## src/design/u2a_pkg.sv

```systemverilog
// shared types, constants and the digit-to-ascii function for the digit converter
package u2a_pkg;

  localparam int VALUE_W    = 32;
  localparam int CHAR_W     = 7;
  localparam int POS_W      = 4;
  localparam int IDX_W      = 4;
  localparam int DIGIT_W    = 4;
  localparam int DEC_DIGITS = 10;
  localparam int HEX_DIGITS = 8;
  localparam int WIDE_W     = 36;

  localparam logic [1:0] OP_DEC       = 2'd0;
  localparam logic [1:0] OP_HEX_UPPER = 2'd1;
  localparam logic [1:0] OP_HEX_LOWER = 2'd2;

  localparam logic [CHAR_W-1:0] ASCII_ZERO    = 7'h30;
  localparam logic [CHAR_W-1:0] ASCII_UPPER_A = 7'h41;
  localparam logic [CHAR_W-1:0] ASCII_LOWER_A = 7'h61;

  localparam logic [WIDE_W-1:0] POW10 [DEC_DIGITS] = '{
    36'd1, 36'd10, 36'd100, 36'd1000, 36'd10000, 36'd100000,
    36'd1000000, 36'd10000000, 36'd100000000, 36'd1000000000
  };

  typedef enum logic {ST_IDLE, ST_EMIT} state_t;

  typedef struct packed {
    logic [VALUE_W-1:0] value;
    logic               hex;
    logic               upper;
    logic [IDX_W-1:0]   top;
  } job_t;

  typedef struct packed {
    logic push;
    job_t job;
  } q_wr_t;

  typedef struct packed {
    logic valid;
    job_t job;
  } q_rd_t;

  function automatic logic [CHAR_W-1:0] digit_char(logic [DIGIT_W-1:0] d, logic upper);
    logic [CHAR_W-1:0] base;
    base = upper ? ASCII_UPPER_A : ASCII_LOWER_A;
    if (d < 4'd10) begin
      return ASCII_ZERO + CHAR_W'(d);
    end
    return base + CHAR_W'(d - 4'd10);
  endfunction

endpackage

```

## src/design/u2a_front.sv

```systemverilog
// front end: accepts a beat, picks the radix and finds the top digit index
module u2a_front (
  input  logic                        valid,
  output logic                        stall,
  input  logic [u2a_pkg::VALUE_W-1:0] value,
  input  logic [1:0]                  opcode,
  input  logic                        full,
  output u2a_pkg::q_wr_t              wr
);
  import u2a_pkg::*;

  logic [IDX_W-1:0] dec_top;
  logic [IDX_W-1:0] hex_top;
  logic             hex;

  assign hex   = opcode inside {OP_HEX_UPPER, OP_HEX_LOWER};
  assign stall = full;

  // thresholds are monotonic, so the highest one passed gives the top digit index
  always_comb begin
    dec_top = '0;
    for (int k = 1; k < DEC_DIGITS; k++) begin
      if ({4'b0000, value} >= POW10[k]) begin
        dec_top = IDX_W'(k);
      end
    end
  end

  always_comb begin
    hex_top = '0;
    for (int k = 1; k < HEX_DIGITS; k++) begin
      if (value[4*k +: 4] != 4'd0) begin
        hex_top = IDX_W'(k);
      end
    end
  end

  always_comb begin
    wr.push      = valid && !full;
    wr.job.value = value;
    wr.job.hex   = hex;
    wr.job.upper = (opcode == OP_HEX_UPPER);
    wr.job.top   = hex ? hex_top : dec_top;
  end

endmodule

```

## src/design/u2a_queue.sv

```systemverilog
// short job queue between the front end and the digit sequencer
module u2a_queue #(
  parameter int DEPTH = 2
) (
  input  logic           clk,
  input  logic           rst,
  input  u2a_pkg::q_wr_t wr,
  input  logic           pop,
  output logic           full,
  output u2a_pkg::q_rd_t rd
);
  import u2a_pkg::*;

  localparam int PTR_W = $clog2(DEPTH);
  localparam int CNT_W = $clog2(DEPTH + 1);

  job_t             slots [DEPTH];
  logic [PTR_W-1:0] wr_ptr;
  logic [PTR_W-1:0] rd_ptr;
  logic [CNT_W-1:0] count;
  logic             do_push;
  logic             do_pop;

  assign full     = (count == CNT_W'(DEPTH));
  assign do_push  = wr.push && !full;
  assign do_pop   = pop && (count != '0);
  assign rd.valid = (count != '0);
  assign rd.job   = slots[rd_ptr];

  always_ff @(posedge clk) begin
    if (rst) begin
      wr_ptr <= '0;
      rd_ptr <= '0;
      count  <= '0;
    end else begin
      if (do_push) begin
        wr_ptr <= (wr_ptr == PTR_W'(DEPTH - 1)) ? '0 : wr_ptr + 1'b1;
      end
      if (do_pop) begin
        rd_ptr <= (rd_ptr == PTR_W'(DEPTH - 1)) ? '0 : rd_ptr + 1'b1;
      end
      if (do_push && !do_pop) begin
        count <= count + 1'b1;
      end else if (do_pop && !do_push) begin
        count <= count - 1'b1;
      end
    end
  end

  always_ff @(posedge clk) begin
    if (do_push) begin
      slots[wr_ptr] <= wr.job;
    end
  end

endmodule

```

## src/design/u2a_back.sv

```systemverilog
// back end: walks the digits most significant first, one per cycle unless the output stalls, into the output register
module u2a_back (
  input  logic                        clk,
  input  logic                        rst,
  input  u2a_pkg::q_rd_t              rd,
  output logic                        pop,
  output logic                        valid,
  input  logic                        stall,
  output logic [u2a_pkg::CHAR_W-1:0]  char_code,
  output logic [u2a_pkg::POS_W-1:0]   position,
  output logic                        last
);
  import u2a_pkg::*;

  state_t             state;
  state_t             state_next;
  logic               adv;
  logic [VALUE_W-1:0] rem;
  logic [VALUE_W-1:0] rem_next;
  logic               hex;
  logic               upper;
  logic [IDX_W-1:0]   idx;
  logic [POS_W-1:0]   pos;
  logic [WIDE_W-1:0]  thr [DEC_DIGITS];
  logic [DIGIT_W-1:0] dec_dig;
  logic [DIGIT_W-1:0] hex_dig;
  logic [DIGIT_W-1:0] dig;

  // multiples of the current power of ten, compared side by side
  always_comb begin
    thr[0] = '0;
    for (int d = 1; d < DEC_DIGITS; d++) begin
      thr[d] = POW10[idx] * WIDE_W'(d);
    end
  end

  always_comb begin
    dec_dig = '0;
    for (int d = 1; d < DEC_DIGITS; d++) begin
      if ({4'b0000, rem} >= thr[d]) begin
        dec_dig = DIGIT_W'(d);
      end
    end
  end

  assign hex_dig  = DIGIT_W'(rem >> {idx[2:0], 2'b00});
  assign dig      = hex ? hex_dig : dec_dig;
  assign rem_next = rem - thr[dec_dig][VALUE_W-1:0];

  always_comb begin
    state_next = state;
    pop        = 1'b0;
    adv        = 1'b0;
    case (state)
      ST_IDLE: begin
        if (rd.valid) begin
          pop        = 1'b1;
          state_next = ST_EMIT;
        end
      end
      ST_EMIT: begin
        if (!valid || !stall) begin
          adv = 1'b1;
          if (idx == '0) begin
            state_next = ST_IDLE;
          end
        end
      end
      default: state_next = ST_IDLE;
    endcase
  end

  always_ff @(posedge clk) begin
    if (rst) begin
      state <= ST_IDLE;
      valid <= 1'b0;
    end else begin
      state <= state_next;
      if (adv) begin
        valid <= 1'b1;
      end else if (!stall) begin
        valid <= 1'b0;
      end
    end
  end

  always_ff @(posedge clk) begin
    if (pop) begin
      rem   <= rd.job.value;
      hex   <= rd.job.hex;
      upper <= rd.job.upper;
      idx   <= rd.job.top;
      pos   <= POS_W'(1);
    end else if (adv) begin
      if (!hex) begin
        rem <= rem_next;
      end
      idx <= idx - 1'b1;
      pos <= pos + 1'b1;
    end
    if (adv) begin
      char_code <= digit_char(dig, upper);
      position  <= pos;
      last      <= (idx == '0);
    end
  end

endmodule

```

## src/design/uint_to_ascii_digits.sv

```systemverilog
// top level of the unsigned integer to ascii decimal / hex converter
//
//   channel | handshake          | payload
//   --------+--------------------+--------------------------------
//   in      | in_valid, in_stall | value[31:0], opcode[1:0]
//   out     | out_valid, out_stall | char_code[6:0], position[3:0], last
//
// the digit sequencer handles a number of n digits (1..10) by first loading
// the job, then emitting one digit per cycle unless out_stall is set
// the front end classifies in the accept cycle and queues the job
// rst clears the queue, the sequencer state and the output valid
// out_stall holds the output register and halts the sequencer; in_stall rises
// once the job queue is full
module uint_to_ascii_digits #(
  parameter int QUEUE_DEPTH = 2
) (
  input  logic                        clk,
  input  logic                        rst,
  input  logic                        in_valid,
  output logic                        in_stall,
  input  logic [u2a_pkg::VALUE_W-1:0] value,
  input  logic [1:0]                  opcode,
  output logic                        out_valid,
  input  logic                        out_stall,
  output logic [u2a_pkg::CHAR_W-1:0]  char_code,
  output logic [u2a_pkg::POS_W-1:0]   position,
  output logic                        last
);
  import u2a_pkg::*;

  q_wr_t wr;
  q_rd_t rd;
  logic  full;
  logic  pop;

  u2a_front u_front (
    .valid  (in_valid),
    .stall  (in_stall),
    .value  (value),
    .opcode (opcode),
    .full   (full),
    .wr     (wr)
  );

  u2a_queue #(
    .DEPTH (QUEUE_DEPTH)
  ) u_queue (
    .clk  (clk),
    .rst  (rst),
    .wr   (wr),
    .pop  (pop),
    .full (full),
    .rd   (rd)
  );

  u2a_back u_back (
    .clk       (clk),
    .rst       (rst),
    .rd        (rd),
    .pop       (pop),
    .valid     (out_valid),
    .stall     (out_stall),
    .char_code (char_code),
    .position  (position),
    .last      (last)
  );

endmodule

```

## config.mk

```make
export PLATFORM = sky130hd
export DESIGN_NAME = uint_to_ascii_digits
export DESIGN_NICKNAME = d
export VERILOG_FILES = /design/src/design/u2a_pkg.sv /design/src/design/u2a_front.sv /design/src/design/u2a_queue.sv /design/src/design/u2a_back.sv /design/src/design/uint_to_ascii_digits.sv
export SDC_FILE = /design/constraint.sdc
export NUM_CORES = 1
export LEC_CHECK = 0
export BUFFER_PORTS_ARGS = -buffer_cell sky130_fd_sc_hd__buf_2
export CORE_MARGIN = 3
export CORE_UTILIZATION = 41
export CTS_CLUSTER_DIAMETER = 100
export DETAILED_ROUTE_END_ITERATION = 10
export PLACE_DENSITY_LB_ADDON = 0.25
export SKIP_LAST_GASP = 1
export SLEW_MARGIN = 10
export SYNTH_ARGS = -nofsm -noshare
export SYNTH_HDL_FRONTEND = slang
export SYNTH_SLANG_ARGS = --single-unit
```

## constraint.sdc

```tcl
create_clock -name clk -period 17.4 [get_ports clk]
set_input_delay 3.48 -clock clk [delete_from_list [all_inputs] [get_ports clk]]
set_output_delay 3.48 -clock clk [all_outputs]
set_load 0.1 [all_outputs]
```

Word level (Yosys, flattened, before mapping)
Memories as Yosys holds them, arrays and structs flattened. A register that Yosys moved wholly into a read port is not among the register bits.
Index checks and enable logic that the tools add are counted.

operators by class
  add/sub/neg operators = 10
  multipliers = 5
  $lt $le $gt $ge = 21
  eq/ne operators = 5
  shifts and indexed selects = 1
  multiplexer cells = 59
  bitwise gates (word level) = 3
  reduce and logical (&&, ||, !) cells = 24

operators with widths
  cell                   number
  $ge 32x36->1           9
  $mux 32                5
  $bmux 36 s4            1
  $mul 36x3->36 const B  2
  $mux 36                2
  $mul 36x2->35 const B  1
  $mul 36x2->36 const B  1
  $mul 36x4->36 const B  1
  $mux 3                 12
  $ge 32x10->1 const B   1
  $ge 32x14->1 const B   1
  $ge 32x17->1 const B   1
  $ge 32x20->1 const B   1
  $ge 32x24->1 const B   1
  $ge 32x27->1 const B   1
  $ge 32x30->1 const B   1
  $ge 32x4->1 const B    1
  $ge 32x7->1 const B    1
  $mux 4                 8
  $shr 32x5->4           1
  $sub 32x32->32         1
  $reduce_bool 4->1      7
  $mux 1                 19
  $mux 2                 8
  other kinds (25)       41

storage, ports and cells
  bits in registers = 60
  memory bits (writable) = 76
  ROM bits = 576
  input bits = 38
  output and inout port bits = 14
  logic and storage cells = 143
  memories = 2

memory list
  memory            depth  bits a word  read ports  clocked after Yosys merged registers in  wr ports  line             text
  (name not given)  16     36           1           0                                        0         u2a_back.sv:33   thr[d] = POW10[idx] * WIDE_W'(d);
  u_queue.slots     2      38           1           1                                        1         u2a_queue.sv:17  job_t slots [DEPTH];

Depth between registers and ports, before layout
  word-level depth = 22
  mapped depth = 49
  mapped depth without buffers = 45

Hierarchy
From an unflattened synthesis, not the netlist that was laid out.

second synthesis, totals
  cells, all modules = 2431
  area total of the unflattened synthesis = 21139.0 um^2

modules (own cells, without submodules)
  module     times used  cells an instance  area each (um^2)  seq. area each (um^2)
  u2a_back   1           2162               17315.4           1621.6
  u2a_queue  1           143                2957.8            2382.3
  u2a_front  1           126                865.8             0.0

Worst setup path before layout
No wires, ideal clock.

  path kind = flip-flop to flip-flop
  start = register u_back.idx[2]
  end = register u_back.rem[30] (data pin)
  library setup time = 0.271 ns
  arrival time = 9.449 ns
  required time = 17.129 ns
  slack = 7.680 ns
  stages on the path, launching flop included = 45
  path buffers = 4
  clock period less this slack = 9.720 ns
  cells stage by stage = edfxtp_1 buf_1 clkinv_1 o21ai_0 inv_1 ha_1 ha_1 or2_2 o31a_1 a31o_2 o31ai_1 a21oi_1 o21ai_0 a21oi_1 o31ai_1 a31oi_1 xnor2_1 ha_1 (+9 left out) buf_2 nand2_1 o21ai_0 a221o_1 o21ai_1 ha_1 nor2b_1 o21a_1 o21a_1 o211ai_1 a211oi_1 o21ai_0 a31oi_1 o41ai_1 o21ai_0 o41ai_1 xor2_1 a21oi_1

between the ends
  cells in the longest elaborated chain, start to end = 22
  elaborated cells on any way between the ends = 35
  classes of those cells = add/sub (1); mul (5); order compare (9); mux (17); bitwise (2); memory (1)

RTL lines
  element                                                                 line            text
  start: declaration                                                      u2a_back.sv:22  logic [IDX_W-1:0] idx;
  start signal: assignment                                                u2a_back.sv:92  idx <= rd.job.top;
  start signal: assignment                                                u2a_back.sv:98  idx <= idx - 1'b1;
  $not 4->5 (not written as such) (*)                                     u2a_back.sv:33
  $mem_v2 16x36 (*)                                                       n/a
  $mux 36 (not written as such) (*) (2 in a row)                          u2a_back.sv:33
  parallel branches: the longest is 11 deep, another holds $mul 36x2->36  n/a
  $bmux 36 s4 (*)                                                         u2a_back.sv:48  assign rem_next = rem - thr[dec_dig][VALUE_W-1:0];
  $mux 32 (not written as such) (*) (2 in a row)                          u2a_back.sv:48
  $sub 32x32->32 (*)                                                      u2a_back.sv:48
  $mux 32 (*)                                                             u2a_back.sv:95  if (!hex) begin
  $mux 32 (*)                                                             u2a_back.sv:94  end else if (adv) begin
  $mux 32 (*)                                                             u2a_back.sv:88  if (pop) begin
  end signal: assignment                                                  u2a_back.sv:89  rem <= rd.job.value;
  end signal: assignment                                                  u2a_back.sv:96  rem <= rem_next;
  end: declaration                                                        u2a_back.sv:18  logic [VALUE_W-1:0] rem;

Mark *: on every way between the ends. The select of a mux whose other input is x is not followed.
A chain may end at the register's enable or synchronous reset.

Worst setup path after layout
  start = register u_back.idx[3]
  end = register u_back.rem[30] (data pin)

Same word-level chain as after synthesis.

==> flow_metrics.py <==
metrics = {
    "sta": {
        "fin_crit_sh_pct": 75.3,
        "report.final.slew_viol_count": 0,
        "finalHoldViolations": 0,
        "setup_viol": 0,
        "rsz0062_at_grt": "false",
        "max_freq_mhz": 76.3,
        "max_slew.worst_pin.slew_ns": 1.14,
        "tns_ns": 0,
        "finalWorstSetupSlack_ns": 4.29,
        "finalClockSkew_ns": 0.0168,
        "fin_crit_ns": 13.11,
        "slew_headroom_pct": 23.9,
    },
    "setup_path": {
        "rrSetupSlack_ns": 4.29,
        "cp.arrival_ns": 13.27,
        "max_stage_delay_ns": 0.85,
        "start_kind": "register",
        "r2r_cells": 41,
        "reg2reg_from": "u_back.idx[3]$_DFFE_PP_",
        "endpoint_kind": "register",
        "cp.required_ns": 17.57,
        "crit_family": "compound AO/OA/AOI/OAI gates",
        "cp_common_cell": "o21ai_0",
        "cp_num_buf_inv": 3,
        "cpMaxStageDelayCell": "edfxtp_1",
        "cp_max_fo": 34,
        "criticalPathCategory": "register to register",
        "r2r-end": "u_back.rem[30]$_DFFE_PP_",
    },
    "synth": {
        "synth.cell_area_um2": 20200,
        "seq_area_frac_synth_pct": 19.8,
        "yosysMostFrequentCell": "ha_1",
        "yosysWarnings": 0,
        "yosys-top-cells-area": "ha_1 25%, edfxtp_1 19%, a21oi_1 4.9%",
        "yosys-top-cells-count": "410 x ha_1, 199 x a21oi_1, 192 x nor2_1, 175 x nand2_1, 148 x o21ai_0",
        "yosys.area.top_type": "ha_1",
        "ys.flop_type": "edfxtp_1",
        "syn_inst": 2347,
        "syn_area_per_cell_um2": 8.62,
        "async_reset_ff_share_pct": 0,
        "synth_top_area_share_pct": 25.4,
        "synth-edff-count": 126,
        "yosys.cell_types.count": 103,
        "ys_ff_latch": 137,
    },
    "job": {
        "cap_violations": 0,
    },
    "detailed_routing": {
        "drt_iter0_drc": 1729,
        "first_pass_iters": 7,
        "drt_wl_total_um": 72100,
        "dr_total_vias": 19300,
        "drc": 0,
        "avgViaCountPerCell": 6.33,
        "ant_nets": 0,
        "wire_per_inst_um": 23.6,
    },
    "place": {
        "gp_congestion": 1.02,
        "dp_slack_ns": 4.67,
        "dp.cells": 3020,
        "port_buffers": 51,
        "hpwlAfterDp_um": 56700,
    },
    "final_layout": {
        "regArea_um2": 4010,
        "finalNonFillerCells": 3054,
        "final.fill_count": 4817,
        "multi_input_area_um2": 15600,
        "final_nets": 2850,
        "final_layout_size_suffix_gt1_share_pct": 7.55,
        "syn2layout_area_growth_pct": 8.29,
    },
    "cts": {
        "clockBufferDepth": 2,
        "h-tree-depth": 4,
        "clock-root-buffer": "clkbuf_16",
        "cts_buffers": 17,
        "cts_tree": "yes",
        "ctsHoldBuffers": 0,
        "ctsResizeCount": 0,
        "post_cts_buffers": 0,
        "clk_latency_ns": 0.44,
        "cts.sinks": 137,
        "clk_pin_slew_worst_paths_ns": 0.07,
    },
    "floorplan": {
        "dieArea_um2": 52000,
        "placeableCoreArea_um2": 48200,
        "io_pins": 52,
        "dieWidth_um": 228,
        "start_util_pct": 41.9,
        "placementRows": 80,
        "die_height_um": 228,
    },
    "min_path": {
        "hold-path-cell-count": 0,
        "hp-start": "u_back.pos[3]$_SDFFE_PP0P_",
        "min_to": "u_back.position[3]$_DFFE_PP_",
        "min-delay-path-class": "register to register",
    },
    "global_routing": {
        "overflow": 0,
        "grt_start_max_net_pins": 65,
        "grt_usage_pct": 26.8,
        "grt_first_pass_wirelength_um": 110000,
        "antenna_found_initial": 0,
        "grt_pass1_vias": 19000,
    },
    "run_status": {
        "status": "complete, no violations",
    },
}
==> per-stage QoR <==
stage	instance area (um2)	hold slack, ns	utilization [%]
5_1_grt	21900	0.478	45.4
2_1_floorplan	20200	0.428	-
3_3_place_gp	21300	0.432	44.1
3_5_place_dp	21300	0.451	44.1
6_report	21900	0.455	45.4
4_1_cts	21900	0.462	45.4
==> state kept, by name, indices dropped and copies added (netlist names), named ones only <==
name              cells
u_queue.count         2
u_back.position       4
u_back.char_code      7
u_back.valid          1
u_back.upper          1
u_back.idx            4
u_back.pos            4
u_back.hex            1
u_back.state          1
u_back.rem           32
u_queue.rd_ptr        1
u_queue.wr_ptr        1
u_back.last           1
u_queue.slots        76
==> worst max-delay path by stage <==
stage	startpoint	endpoint	slack [ns]	depth (start not counted)
2_1_floorplan	u_back.idx[2]$_DFFE_PP_	u_back.rem[30]$_DFFE_PP_	7.68	44
3_3_place_gp	u_back.idx[3]$_DFFE_PP_	u_back.rem[30]$_DFFE_PP_	4.85	41
3_5_place_dp	u_back.idx[3]$_DFFE_PP_	u_back.rem[30]$_DFFE_PP_	4.67	41
4_1_cts	u_back.idx[3]$_DFFE_PP_	u_back.rem[30]$_DFFE_PP_	4.60	41
5_1_grt	u_back.idx[3]$_DFFE_PP_	u_back.rem[30]$_DFFE_PP_	3.49	41
6_report	u_back.idx[3]$_DFFE_PP_	u_back.rem[30]$_DFFE_PP_	4.29	41
==> worst reg2reg max path, delay by kind of cell (launching register included) <==
family	cells	cell delay, ns
compound gates	25	6.75
xor+xnor	1	0.18
fa+ha+maj	4	1.58
buf+inv	3	1.23
flops	1	0.85
mux	1	0.24
simple gates	7	2.00
==> cell type report <==
type | instances | share of cell area (%)
repair buffers | 81 | 2.19
well taps | 656 | 3.75
inverters | 98 | 1.70
flip-flops and latches | 137 | 18.3
clock inverters | 12 | 0.857
diodes | 2 | 0.0228
clock buffers | 20 | 2.04
multi-input cells | 2048 | 71.2
==> cell usage in the layout, fill, tap and decap left out, types with 10 or more instances in the layout <==
| cell type | count |
|---|---|
| xor2_1 | 64 |
| o21ai_0 | 148 |
| and3_1 | 13 |
| inv_1 | 92 |
| a21oi_1 | 199 |
| nand3_1 | 46 |
| buf_4 | 30 |
| o211ai_1 | 27 |
| nor3_1 | 50 |
| nand2b_1 | 36 |
| mux2i_1 | 52 |
| a211oi_1 | 51 |
| o21a_1 | 30 |
| fa_1 | 19 |
| o22ai_1 | 31 |
| clkbuf_16 | 17 |
| or2_2 | 11 |
| nor2_1 | 191 |
| edfxtp_1 | 126 |
| o21bai_1 | 17 |
| nand2_1 | 174 |
| ha_1 | 410 |
| and2_1 | 11 |
| nor2b_1 | 28 |
| buf_2 | 51 |
| o31ai_1 | 10 |
| nor4_1 | 17 |
| or3_1 | 15 |
| dfxtp_1 | 10 |
| a21o_1 | 60 |
| nand4_1 | 55 |
| a31oi_1 | 23 |
| xnor2_1 | 55 |
==> layer usage <==
metal	global-route usage (%)	up-vias	part of all wire, %
met5	0	-	0
met4	10.0	0	3.9
met3	3.43	118	8.0
met2	42.8	839	44
met1	37.1	9317	44
li1	-	9061	-
==> logic make-up (layout without fill, tap and decap cells) <==
group / after synthesis / count (layout) / share of synthesized area (%)
AND/OR/NAND/NOR: 694 / 694 / 16.8
AO/OA/AOI/OAI: 732 / 732 / 23.6
adder cells (fa/ha/maj): 429 / 429 / 27.2
multiplexers: 71 / 71 / 4.09
buffers and inverters: 164 / 211 / 3.30
other: 1 / 5 / 0.0185
XOR/XNOR: 119 / 119 / 5.15
flip-flops: 137 / 137 / 19.8
Power is not shown: default switching activity piles up to over one toggle a cycle in this logic, so the estimate is an artifact.
